$ cat src/gfd_pkg.sv
// Shared types and constants of the Goertzel FSK demodulator.
package gfd_pkg;

  localparam int SAMPLE_W            = 16;
  localparam int COEFF_W             = 17;
  localparam int CHUNK_W             = 16;
  localparam int BYTE_W              = 8;
  localparam int BIT_CNT_W           = 3;
  localparam int CFG_IDX_W           = 2;
  localparam int DIGIT_W             = 16;
  localparam int DIG_LOG             = 4;
  // Enough digit indexes for every accumulator width in the supported range.
  localparam int DIG_IDX_W           = 3;
  localparam int ACC_WIDTH_DEF       = 48;
  localparam int COEFF_FRAC_BITS_DEF = 14;

  localparam logic [CFG_IDX_W-1:0] REG_COEFF_LOW  = 2'd0;
  localparam logic [CFG_IDX_W-1:0] REG_COEFF_HIGH = 2'd1;
  localparam logic [CFG_IDX_W-1:0] REG_CHUNK      = 2'd2;

  typedef enum logic [1:0] {
    XS_QL1,
    XS_QL2,
    XS_QH1,
    XS_QH2
  } x_sel_t;

  typedef enum logic [1:0] {
    YS_COEF_L,
    YS_COEF_H,
    YS_DIG_Q,
    YS_DIG_T
  } y_sel_t;

  typedef struct packed {
    logic                 load;
    x_sel_t               x_sel;
    y_sel_t               y_sel;
    logic [DIG_IDX_W-1:0] dig;
    logic                 acc_pend;
    logic                 acc_neg;
    logic                 acc_frac;
    logic                 acc_clr;
    logic                 upd_low;
    logic                 upd_high;
    logic                 idx_inc;
    logic                 t_load;
    logic                 push_bit;
    logic                 out_load;
    logic                 clr_rec;
  } gfd_cmd_t;

  typedef struct packed {
    logic chunk_end;
    logic byte_full;
  } gfd_sts_t;

endpackage

$ cat src/goertzel_fsk_demodulator_top.sv
// Top level of the two-tone Goertzel FSK demodulator.
// Once a sample is accepted, ST_REC_L, ST_REC_H and ST_REC_U run before the
// next one can be taken. A sample that closes a chunk also passes ST_SQ, then
// ST_XC_M, ST_XC_T and ST_XC_D per tone, ST_DRAIN and ST_BIT, on the one
// shared 17-bit by A-bit multiplier; a finished byte may wait for the output.
// Reset (rst_n low, synchronous) clears control, recursions and config; chunk length resets to 1.
module goertzel_fsk_demodulator_top
  import gfd_pkg::*;
#(
  parameter int ACC_WIDTH       = ACC_WIDTH_DEF,
  parameter int COEFF_FRAC_BITS = COEFF_FRAC_BITS_DEF
) (
  input  logic                       clk,
  input  logic                       rst_n,
  input  logic                       in_tvalid,
  output logic                       in_tready,
  input  logic signed [SAMPLE_W-1:0] in_tdata,   // [15:0] sample
  input  logic                       in_tuser,   // [0] start_message
  output logic                       out_tvalid,
  input  logic                       out_tready,
  output logic [BYTE_W-1:0]          out_tdata,  // [7:0] byte_value
  input  logic                       cfg_we,
  input  logic [CFG_IDX_W-1:0]       cfg_index,
  input  logic [COEFF_W-1:0]         cfg_data
);

  gfd_cmd_t cmd;
  gfd_sts_t sts;

  gfd_ctrl #(
    .ACC_WIDTH (ACC_WIDTH)
  ) u_ctrl (
    .clk        (clk),
    .rst_n      (rst_n),
    .in_tvalid  (in_tvalid),
    .in_tready  (in_tready),
    .out_tvalid (out_tvalid),
    .out_tready (out_tready),
    .sts        (sts),
    .cmd        (cmd)
  );

  gfd_datapath #(
    .ACC_WIDTH       (ACC_WIDTH),
    .COEFF_FRAC_BITS (COEFF_FRAC_BITS)
  ) u_datapath (
    .clk       (clk),
    .rst_n     (rst_n),
    .cfg_we    (cfg_we),
    .cfg_index (cfg_index),
    .cfg_data  (cfg_data),
    .in_sample (in_tdata),
    .in_start  (in_tuser),
    .cmd       (cmd),
    .sts       (sts),
    .out_byte  (out_tdata)
  );

endmodule

$ cat src/gfd_datapath.sv
// Datapath: registers, recursions, shared multiplier and power accumulator.
module gfd_datapath
  import gfd_pkg::*;
#(
  parameter int ACC_WIDTH       = ACC_WIDTH_DEF,
  parameter int COEFF_FRAC_BITS = COEFF_FRAC_BITS_DEF
) (
  input  logic                       clk,
  input  logic                       rst_n,
  input  logic                       cfg_we,
  input  logic [CFG_IDX_W-1:0]       cfg_index,
  input  logic [COEFF_W-1:0]         cfg_data,
  input  logic signed [SAMPLE_W-1:0] in_sample,
  input  logic                       in_start,
  input  gfd_cmd_t                   cmd,
  output gfd_sts_t                   sts,
  output logic [BYTE_W-1:0]          out_byte
);

  localparam int PR_W   = ACC_WIDTH + COEFF_W;
  localparam int N_DIG  = (ACC_WIDTH + DIGIT_W - 1) / DIGIT_W;
  localparam int N_DIGT = (PR_W + DIGIT_W - 1) / DIGIT_W;
  localparam int QP_W   = N_DIG * DIGIT_W;
  localparam int TP_W   = N_DIGT * DIGIT_W;
  localparam int DW     = 2 * ACC_WIDTH + COEFF_FRAC_BITS + 18;
  localparam int SH_W   = $clog2(DW);

  logic signed [COEFF_W-1:0]   coeff_low_r, coeff_high_r;
  logic [CHUNK_W-1:0]          chunk_r;
  logic signed [ACC_WIDTH-1:0] ql1_r, ql2_r, qh1_r, qh2_r;
  logic [CHUNK_W-1:0]          idx_r;
  logic [BYTE_W-1:0]           shift_r;
  logic [BIT_CNT_W-1:0]        bidx_r;
  logic                        pend_r;
  logic                        pend_neg_r;
  logic                        pend_frac_r;
  logic [DIG_IDX_W-1:0]        pend_dig_r;

  logic signed [SAMPLE_W-1:0]  smp_r;
  logic signed [PR_W-1:0]      pr_r;
  logic signed [PR_W-1:0]      t_r;
  logic signed [DW-1:0]        acc_r;
  logic [BYTE_W-1:0]           out_byte_r;

  logic signed [ACC_WIDTH-1:0] x_op;
  logic signed [COEFF_W-1:0]   y_op;
  logic [QP_W-1:0]             xpad;
  logic [TP_W-1:0]             tpad;
  logic signed [PR_W-1:0]      pr_sh;
  logic signed [ACC_WIDTH-1:0] q0_low, q0_high;
  logic [SH_W-1:0]             shamt;
  logic signed [DW-1:0]        addend;
  logic [CHUNK_W:0]            count, limit;
  logic                        bit_val;
  logic [BYTE_W-1:0]           shift_new;

  always_comb begin
    unique case (cmd.x_sel)
      XS_QL1:  x_op = ql1_r;
      XS_QL2:  x_op = ql2_r;
      XS_QH1:  x_op = qh1_r;
      XS_QH2:  x_op = qh2_r;
      default: x_op = ql1_r;
    endcase
  end

  assign xpad = QP_W'(x_op);
  assign tpad = TP_W'(t_r);

  // Lower digits are unsigned, the top digit carries the sign.
  always_comb begin
    y_op = '0;
    unique case (cmd.y_sel)
      YS_COEF_L: y_op = coeff_low_r;
      YS_COEF_H: y_op = coeff_high_r;
      YS_DIG_Q: begin
        for (int i = 0; i < N_DIG; i++) begin
          if (cmd.dig == DIG_IDX_W'(i)) begin
            if (i == N_DIG - 1) y_op = {xpad[QP_W-1], xpad[i*DIGIT_W +: DIGIT_W]};
            else                y_op = {1'b0, xpad[i*DIGIT_W +: DIGIT_W]};
          end
        end
      end
      YS_DIG_T: begin
        for (int i = 0; i < N_DIGT; i++) begin
          if (cmd.dig == DIG_IDX_W'(i)) begin
            if (i == N_DIGT - 1) y_op = {tpad[TP_W-1], tpad[i*DIGIT_W +: DIGIT_W]};
            else                 y_op = {1'b0, tpad[i*DIGIT_W +: DIGIT_W]};
          end
        end
      end
      default: y_op = '0;
    endcase
  end

  // In the update state the product register holds the coefficient product of
  // the tone being updated, since the recursion reads it in the next cycle.
  assign pr_sh   = pr_r >>> COEFF_FRAC_BITS;
  assign q0_low  = pr_sh[ACC_WIDTH-1:0] - ql2_r + ACC_WIDTH'(smp_r);
  assign q0_high = pr_sh[ACC_WIDTH-1:0] - qh2_r + ACC_WIDTH'(smp_r);

  assign shamt  = (SH_W'(pend_dig_r) << DIG_LOG)
                + (pend_frac_r ? SH_W'(COEFF_FRAC_BITS) : '0);
  assign addend = DW'(pr_r) <<< shamt;

  assign count = {1'b0, idx_r} + 1'b1;
  assign limit = (chunk_r == '0) ? {1'b1, {CHUNK_W{1'b0}}} : {1'b0, chunk_r};

  assign sts.chunk_end = (count >= limit);
  assign sts.byte_full = (bidx_r == '1);

  assign bit_val   = !acc_r[DW-1] && (acc_r != '0);
  assign shift_new = {shift_r[BYTE_W-2:0], bit_val};

  always_ff @(posedge clk) begin
    if (!rst_n) begin
      coeff_low_r  <= '0;
      coeff_high_r <= '0;
      chunk_r      <= CHUNK_W'(1);
      ql1_r        <= '0;
      ql2_r        <= '0;
      qh1_r        <= '0;
      qh2_r        <= '0;
      idx_r        <= '0;
      shift_r      <= '0;
      bidx_r       <= '0;
      pend_r       <= 1'b0;
    end else begin
      if (cfg_we) begin
        unique case (cfg_index)
          REG_COEFF_LOW:  coeff_low_r  <= cfg_data;
          REG_COEFF_HIGH: coeff_high_r <= cfg_data;
          REG_CHUNK:      chunk_r      <= cfg_data[CHUNK_W-1:0];
          default:        ;
        endcase
      end

      pend_r <= cmd.acc_pend;

      priority if ((cmd.load && in_start) || cmd.clr_rec) begin
        ql1_r <= '0;
        ql2_r <= '0;
        qh1_r <= '0;
        qh2_r <= '0;
        idx_r <= '0;
      end else begin
        if (cmd.upd_low) begin
          ql1_r <= q0_low;
          ql2_r <= ql1_r;
        end
        if (cmd.upd_high) begin
          qh1_r <= q0_high;
          qh2_r <= qh1_r;
        end
        if (cmd.idx_inc) idx_r <= count[CHUNK_W-1:0];
      end

      priority if (cmd.load && in_start) begin
        shift_r <= '0;
        bidx_r  <= '0;
      end else if (cmd.push_bit) begin
        shift_r <= cmd.out_load ? '0 : shift_new;
        bidx_r  <= bidx_r + 1'b1;
      end
    end
  end

  always_ff @(posedge clk) begin
    pr_r        <= PR_W'(x_op) * PR_W'(y_op);
    pend_neg_r  <= cmd.acc_neg;
    pend_frac_r <= cmd.acc_frac;
    pend_dig_r  <= cmd.dig;
    if (cmd.load)     smp_r      <= in_sample;
    if (cmd.t_load)   t_r        <= pr_r;
    if (cmd.out_load) out_byte_r <= shift_new;
    priority if (cmd.acc_clr) acc_r <= '0;
    else if (pend_r)          acc_r <= pend_neg_r ? acc_r - addend : acc_r + addend;
  end

  assign out_byte = out_byte_r;

endmodule

$ cat src/gfd_ctrl.sv
// Controller: sequences the recursions per sample and the power comparison per chunk.
module gfd_ctrl
  import gfd_pkg::*;
#(
  parameter int ACC_WIDTH = ACC_WIDTH_DEF
) (
  input  logic     clk,
  input  logic     rst_n,
  input  logic     in_tvalid,
  output logic     in_tready,
  output logic     out_tvalid,
  input  logic     out_tready,
  input  gfd_sts_t sts,
  output gfd_cmd_t cmd
);

  localparam int N_DIG  = (ACC_WIDTH + DIGIT_W - 1) / DIGIT_W;
  localparam int N_DIGT = (ACC_WIDTH + COEFF_W + DIGIT_W - 1) / DIGIT_W;

  typedef enum logic [3:0] {
    ST_IDLE,
    ST_REC_L,
    ST_REC_H,
    ST_REC_U,
    ST_SQ,
    ST_XC_M,
    ST_XC_T,
    ST_XC_D,
    ST_DRAIN,
    ST_BIT
  } state_t;

  state_t               state_r, state_nxt;
  x_sel_t               opd_r, opd_nxt;
  logic                 tone_r, tone_nxt;
  logic [DIG_IDX_W-1:0] dig_r, dig_nxt;
  logic                 out_tvalid_r, out_tvalid_nxt;
  logic                 out_busy;

  assign in_tready  = (state_r == ST_IDLE);
  assign out_tvalid = out_tvalid_r;
  assign out_busy   = out_tvalid_r && !out_tready;

  always_comb begin
    cmd            = '0;
    cmd.x_sel      = XS_QL1;
    cmd.y_sel      = YS_COEF_L;
    state_nxt      = state_r;
    opd_nxt        = opd_r;
    tone_nxt       = tone_r;
    dig_nxt        = dig_r;
    out_tvalid_nxt = out_busy;

    unique case (state_r)
      ST_IDLE: begin
        if (in_tvalid) begin
          cmd.load  = 1'b1;
          state_nxt = ST_REC_L;
        end
      end
      ST_REC_L: begin
        cmd.x_sel = XS_QL1;
        cmd.y_sel = YS_COEF_L;
        state_nxt = ST_REC_H;
      end
      ST_REC_H: begin
        cmd.x_sel   = XS_QH1;
        cmd.y_sel   = YS_COEF_H;
        cmd.upd_low = 1'b1;
        state_nxt   = ST_REC_U;
      end
      ST_REC_U: begin
        cmd.upd_high = 1'b1;
        if (sts.chunk_end) begin
          cmd.acc_clr = 1'b1;
          opd_nxt     = XS_QL1;
          tone_nxt    = 1'b0;
          dig_nxt     = '0;
          state_nxt   = ST_SQ;
        end else begin
          cmd.idx_inc = 1'b1;
          state_nxt   = ST_IDLE;
        end
      end
      ST_SQ: begin
        // Squares of all four recursion values, digit by digit; the
        // low tone's terms are subtracted from the difference.
        cmd.x_sel    = opd_r;
        cmd.y_sel    = YS_DIG_Q;
        cmd.dig      = dig_r;
        cmd.acc_pend = 1'b1;
        cmd.acc_frac = 1'b1;
        cmd.acc_neg  = (opd_r == XS_QL1) || (opd_r == XS_QL2);
        if (dig_r == DIG_IDX_W'(N_DIG - 1)) begin
          dig_nxt = '0;
          unique case (opd_r)
            XS_QL1:  opd_nxt = XS_QL2;
            XS_QL2:  opd_nxt = XS_QH1;
            XS_QH1:  opd_nxt = XS_QH2;
            XS_QH2:  state_nxt = ST_XC_M;
            default: opd_nxt = XS_QL1;
          endcase
        end else begin
          dig_nxt = dig_r + 1'b1;
        end
      end
      ST_XC_M: begin
        cmd.x_sel = tone_r ? XS_QH1 : XS_QL1;
        cmd.y_sel = tone_r ? YS_COEF_H : YS_COEF_L;
        state_nxt = ST_XC_T;
      end
      ST_XC_T: begin
        cmd.t_load = 1'b1;
        state_nxt  = ST_XC_D;
      end
      ST_XC_D: begin
        cmd.x_sel    = tone_r ? XS_QH2 : XS_QL2;
        cmd.y_sel    = YS_DIG_T;
        cmd.dig      = dig_r;
        cmd.acc_pend = 1'b1;
        cmd.acc_neg  = tone_r;
        if (dig_r == DIG_IDX_W'(N_DIGT - 1)) begin
          dig_nxt = '0;
          if (tone_r) begin
            state_nxt = ST_DRAIN;
          end else begin
            tone_nxt  = 1'b1;
            state_nxt = ST_XC_M;
          end
        end else begin
          dig_nxt = dig_r + 1'b1;
        end
      end
      ST_DRAIN: begin
        state_nxt = ST_BIT;
      end
      ST_BIT: begin
        // A finished byte waits here while the previous request is unread.
        if (!(sts.byte_full && out_busy)) begin
          cmd.push_bit = 1'b1;
          cmd.clr_rec  = 1'b1;
          if (sts.byte_full) begin
            cmd.out_load   = 1'b1;
            out_tvalid_nxt = 1'b1;
          end
          state_nxt = ST_IDLE;
        end
      end
      default: state_nxt = ST_IDLE;
    endcase
  end

  always_ff @(posedge clk) begin
    if (!rst_n) begin
      state_r      <= ST_IDLE;
      opd_r        <= XS_QL1;
      tone_r       <= 1'b0;
      dig_r        <= '0;
      out_tvalid_r <= 1'b0;
    end else begin
      state_r      <= state_nxt;
      opd_r        <= opd_nxt;
      tone_r       <= tone_nxt;
      dig_r        <= dig_nxt;
      out_tvalid_r <= out_tvalid_nxt;
    end
  end

  a_busy_after_accept: assert property (@(posedge clk) disable iff (!rst_n)
    (in_tvalid && in_tready) |=> !in_tready)
    else $error("input accepted while a sample is still being processed");

  a_valid_from_bit: assert property (@(posedge clk) disable iff (!rst_n)
    $rose(out_tvalid_r) |-> ($past(state_r) == ST_BIT))
    else $error("output request raised outside the bit decision");

  a_no_overwrite: assert property (@(posedge clk) disable iff (!rst_n)
    (state_r == ST_BIT && sts.byte_full && out_busy) |-> !cmd.out_load)
    else $error("pending output byte overwritten");

endmodule
$ cat config.mk
export PLATFORM = sky130hd
export DESIGN_NAME = goertzel_fsk_demodulator_top
export DESIGN_NICKNAME = d
export VERILOG_FILES = /design/src/gfd_pkg.sv /design/src/goertzel_fsk_demodulator_top.sv /design/src/gfd_datapath.sv /design/src/gfd_ctrl.sv
export SDC_FILE = /design/constraint.sdc
export NUM_CORES = 2
export LEC_CHECK = 0
export BUFFER_PORTS_ARGS = -buffer_cell sky130_fd_sc_hd__clkbuf_2
export CORE_MARGIN = 2
export CORE_UTILIZATION = 55
export CTS_BUF_LIST = sky130_fd_sc_hd__clkbuf_8
export DETAILED_ROUTE_END_ITERATION = 7
export PLACE_DENSITY = 0.73
export SYNTH_ARGS = -nofsm -noshare
export SYNTH_HDL_FRONTEND = slang
export SYNTH_SLANG_ARGS = --single-unit
$ cat constraint.sdc
create_clock -name clk -period 9.24 [get_ports clk]
set_clock_uncertainty 0.15 [all_clocks]
set_input_delay 0.462 -clock clk [delete_from_list [all_inputs] [get_ports clk]]
set_output_delay 0.462 -clock clk [all_outputs]
set_load 0.01 [all_outputs]
---- After elaboration in Yosys (flattened, before gate mapping) ----
Index checks and enable logic that the tools add are counted.
word-level totals
  input port bits ......................... 41
  register bits ........................... 567
  output and inout bits ................... 10
  logic and storage cells ................. 153
operators by class
  multiplexer cells ....................... 53
  multipliers ............................. 1
  bitwise gates (word level) .............. 1
  magnitude comparators ................... 1
  reductions and logical operators ........ 28
  equality and inequality tests ........... 34
  shift-type cells ........................ 1
  $add $sub $neg .......................... 10
operators by type and width
  cell                                                             number
  48-bit one-hot mux with 4 select lines                           1
  128-bit adder                                                    1
  128-bit 2-to-1 mux                                               1
  128-bit nonzero test                                             1
  65-bit by 7-bit <<< shifter with 128-bit output                  1
  128-bit subtractor                                               1
  48-bit adder                                                     2
  16-bit 2-to-1 mux                                                6
  48-bit subtractor                                                2
  17-bit one-hot mux with 4 select lines                           1
  48-bit by 17-bit multiplier with 65-bit output                   1
  17-bit 2-to-1 mux                                                3
  4-bit one-hot mux with 10 select lines                           1
  4-bit 2-to-1 mux                                                 7
  3-bit 2-to-1 mux                                                 6
  16-bit by 1-bit adder with 17-bit output, second input constant  1
  17-bit greater-or-equal comparator                               1
  4-bit by 3-bit == test with 1-bit output, second input constant  4
  16-bit logical NOT                                               1
  4-bit one-hot mux with 4 select lines                            1
  1-bit 2-to-1 mux                                                 15
  2-bit == test, second input constant                             7
  2-bit 2-to-1 mux                                                 5
  5-bit one-hot mux with 2 select lines                            1
  31 further kinds                                                 58

---- Depth between registers and ports, before layout ----
  word-level depth ........................ 11
  gate-level depth with buffers ........... 42
  depth with buffers taken out ............ 37

---- By module ----
A second synthesis with hierarchy kept.
second synthesis, totals
  cell total of the unflattened synthesis .. 8690
  area total of the unflattened synthesis .. 72163.0 um^2
by module, submodules not included
  module        area an instance (um^2)  times used  cells an instance  seq. area each (um^2)
  gfd_datapath  71257.1                  1           8577               12021.5
  gfd_ctrl      905.9                    1           113                220.2

---- Least setup slack after synthesis ----
Ideal clock, no wire load.
  kind .................................... reg-to-reg
  start point ............................. reg u_ctrl.state_r[1]
  end point ............................... reg u_datapath.pr_r[63]
  setup time .............................. 0.072 ns
  buffers on the path ..................... 4
  arrival time ............................ 9.276 ns
  setup slack ............................. -0.258 ns
  clock period less this slack ............ 9.498 ns
  stages on the path, launching flop included .. 36
  cells stage by stage .................... dfxtp_1 > clkbuf_1 > nor2_1 > a22oi_1 > a211oi_2 > clkbuf_1 > mux4_2 > a222oi_1 > o21ai_0 > mux2i_1 > clkbuf_1 > nor2_1 > fa_1 > inv_1 > fa_1 > fa_1 > inv_1 > fa_1 > fa_1 > inv_1 > fa_1 > inv_1 > ha_1 > clkbuf_1 > a21o_1 > a21o_1 > a21o_1 > a21oi_1 > o21a_1 > a211oi_1 > o311ai_0 > a21oi_1 > a41o_1 > a311o_1 > a21oi_1 > xnor2_1
on the way
  word-level cells in the longest chain between the ends .. 10
  elaborated cells between the ends (all ways) .. 30
  those cells by class .................... 1 x mul; 14 x eq/ne; 12 x mux; 3 x reduce/logical
RTL lines
  what                                                                                            RTL line             RTL
  start: declaration                                                                              gfd_ctrl.sv:33       state_t state_r, state_nxt;
  start signal: assignment                                                                        gfd_ctrl.sv:161      state_r <= state_nxt;
  parallel branches: the longest is 9 deep, another holds 48-bit one-hot mux with 4 select lines  -
  48-bit by 17-bit multiplier with 65-bit output *                                                gfd_datapath.sv:169  pr_r <= PR_W'(x_op) * PR_W'(y_op);
  end signal: assignment                                                                          gfd_datapath.sv:169
  end: declaration                                                                                gfd_datapath.sv:40   logic signed [PR_W-1:0] pr_r;
Mark *: on every way between the ends.
A chain may end at the register's enable or synchronous reset.

---- Worst setup path after layout ----
  start point ............................. reg u_ctrl.state_r[0]
  end point ............................... reg u_datapath.pr_r[62]
Same word-level chain as after synthesis.

==> results.toml <==
[yosys]
yosys.area.top_type_share_pct = 23.56
yosysUniqueCellTypes = 120
netlist_top_cells_area = "fa_1 24%, dfxtp_1 13%, nand2_1 7.2%"
synth-main-ff-cell = "dfxtp_1"
synth_fp_nets = 10335
netlist_area_mm2 = 0.07274
synth_cells = 9039
yosys.area.top_type = "fa_1"
synth_seq_cells = 567
yosysSeqAreaShare_pct = 16.83
synth-warning-count = 0
syn_avg_cell_area_um2 = 8.047
synth_edf_count = 89
synth.most_common_cell = "nand2_1"
synth_common_cells = "1391 x nand2_1, 1161 x inv_1, 888 x nor2_1"
synth-async-reset-ratio_pct = 0

[detailed_routing]
drc_errors = 17
drt-met1-wl_mm = 104.2
finalWirelength_mm = 286.3
met2_length_mm = 127.4
dr.pass1.iters = 8
route.met3.wl_mm = 29.62
vias = 69327
drtAntennaViolNets = 0
highest_layer = "met5"
wl_per_cell_um = 25.49
drt_iter0_drc = 7926
via_per_inst = 6.172

[place]
portBuffers = 50
gp_congestion = 1.072
dp_hpwl_mm = 225.0
post-place-ws_ns = -0.4464
dp_cells = 10936

[critical_path]
critical_path.endpoint_type = "flop"
arrival_ns = 9.76
required_ns = 9.86
crit_path_max_incr_delay_ns = 0.63
crit_fanout = 7
crit_path_top_delay_cell = "fa_2"
crit_family = "adder cells"
critPathKind = "reg2reg"
worst-path-buf-inv = 8
crit_path_start_kind = "flop"
crit_top_cell = "fa_1"

[sta]
period_share_pct = 98.88
slew_headroom_pct = 15.27
rsz0062_at_grt = "yes"
hold_viol_final = 0
tightest_slew_ns = 1.265
setup_viol = 0
fmax_mhz = 109.5
min_period_ns = 9.136
setup_slack_ns = 0.1039
finalMaxSlewViolations = 0

[floorplanning]
dieArea_mm2 = 0.1352
die_w_um = 367.7
start_util_pct = 55.40
ioPinCount = 51
coreArea_mm2 = 0.1313
core.rowCount = 133
die_h_um = 367.7

[grt]
grt_pass1_vias = 68571
grt_max_degree = 179
grt-ovfl-total = 0
grt_pass1_wl_mm = 424.2
antenna_found_initial = 20
grt.total_usage_pct = 41.56

[clock_tree]
clockBufferDepth = 3
cts_num_sinks = 567
cts_buffers = 107
cts_tree = "done"
clkLatencyLatePin_ns = 0.89
clk_pin_slew_worst_paths_ns = 0.06
htreeDepth = 3
clock-root-buffer = "clkbuf_8"

[run_status]
status = "complete, but fails checks"
violations = "design-rule violations"

[power_and_ir_drop]
switching_share_pct = 53.06
seq_power_share_pct = 16.5
power_frac_comb_pct = 70.6
power_switching_uw = 11330
internal-power_uw = 10020
total_power_uw = 21350
powerDensity_mw_per_mm2 = 260.0
power.share.clock_pct = 12.9
peakVddDrop_uv = 184.6
leakage_uw = 0.03727

[final_layout]
fillers = 11533
synthToLayoutAreaGrowth_pct = 12.89
drive_above_1_share_pct = 12.20
final_cells = 11233
fin_nets = 10675

[hold_path]
worst_hold_path_type = "in2reg"

[flow_run]
maxCapViolations = 0
## state kept, by name, indices dropped and copies added (netlist names), 4 cells and up
signal	count
u_datapath.ql2_r	48
u_datapath.qh1_r	48
u_datapath.pr_r	65
u_datapath.idx_r	16
u_datapath.smp_r	16
u_datapath.qh2_r	48
u_datapath.shift_r	7
u_datapath.ql1_r	48
u_ctrl.state_r	4
u_datapath.coeff_high_r	17
u_datapath.acc_r	128
u_datapath.out_byte	8
u_datapath.coeff_low_r	17
u_datapath.chunk_r	16
u_datapath.t_r	65
## worst min-delay path: stages
cell and delay [ns]:
clkbuf_2 0.08, buf_4 0.33, nand3_1 0.15
## final cells by class
| class | count | area (µm²) | area share (%) |
|---|---|---|---|
| multi-input combinational | 6814 | 54840 | 66.78 |
| tap | 1755 | 2196 | 2.674 |
| timing repair buffer | 725 | 6121 | 7.454 |
| sequential | 567 | 12270 | 14.95 |
| inverter | 1164 | 4372 | 5.324 |
| clock inverter | 73 | 583.1 | 0.7100 |
| clock buffer | 124 | 1707 | 2.078 |
| antenna | 11 | 27.53 | 0.03352 |
## power groups by stage
| stage | sequential, µW | clock [µW] | combinational (µW) |
|---|---|---|---|
| after detailed placement | 3510 | 0 | 14300 |
| after CTS | 3460 | 2760 | 14500 |
| after global routing | 3510 | 2860 | 16200 |
| final | 3520 | 2740 | 15100 |
| after floorplan | 3170 | 0 | 9320 |
| after global placement | 3510 | 0 | 14100 |
## worst paths after layout
check / to / from / slack [ns] / cells after the start
worst min-delay path: u_datapath.chunk_r[0] / rst_n / 0.05 / 3
worst max register to register: u_datapath.pr_r[62] / u_ctrl.state_r[0] / 0.10 / 34
worst max-delay path: u_datapath.pr_r[62] / u_ctrl.state_r[0] / 0.10 / 34
worst min register to register: u_datapath.qh2_r[1] / u_datapath.qh1_r[1] / 0.29 / 2
## routing by layer
layer  vias up  track usage [%]
li1      30639                -
met1     33657            50.50
met2      3954            65.24
met3      1073            9.097
met4         4            30.04
met5         -                0
## timing repair
action / in CTS / in global routing
cloned: 1 / 6
setup endpoints to repair: 19 / 22
resized for setup: 31 / 152
hold buffers: 36 / 0
buffers inserted: 6 / 45
endpoints found under the hold margin: 84 / 0
pin swaps: 8 / 102
## cells by family after synthesis
kind of cell	Yosys count	share of synthesized area, %
XOR/XNOR	407	4.901
multiplexers	209	3.729
buffers and inverters	1658	8.982
adder cells (fa/ha/maj)	1255	30.42
AND/OR/NAND/NOR	3055	18.39
flip-flops	567	16.83
AO/OA/AOI/OAI	1888	16.75
## stage by stage
step	util [%]	area, µm²	hold slack (ns)	setup TNS, ns
global placement	59.51	78130	0.2763	-2.788
global route	62.53	82100	0.06831	-0.4295
CTS	61.70	81010	0.005639	0
finish	62.54	82120	0.05428	0
detailed placement	59.51	78130	0.2936	-4.888
floorplan	-	72750	0.2564	0
## cells in the final DEF (no fill, tap or decap), types with 124 or more instances in the layout
| cell type | instances |
|---|---|
| a21o_1 | 171 |
| a21oi_1 | 644 |
| buf_4 | 561 |
| clkbuf_8 | 124 |
| dfxtp_1 | 469 |
| fa_1 | 849 |
| ha_1 | 389 |
| inv_1 | 1189 |
| mux2i_1 | 140 |
| nand2_1 | 1383 |
| nand3_1 | 132 |
| nor2_1 | 879 |
| o21ai_0 | 279 |
| xnor2_1 | 255 |
| xor2_1 | 151 |
Note: power is estimated with default switching activity, not from simulation.
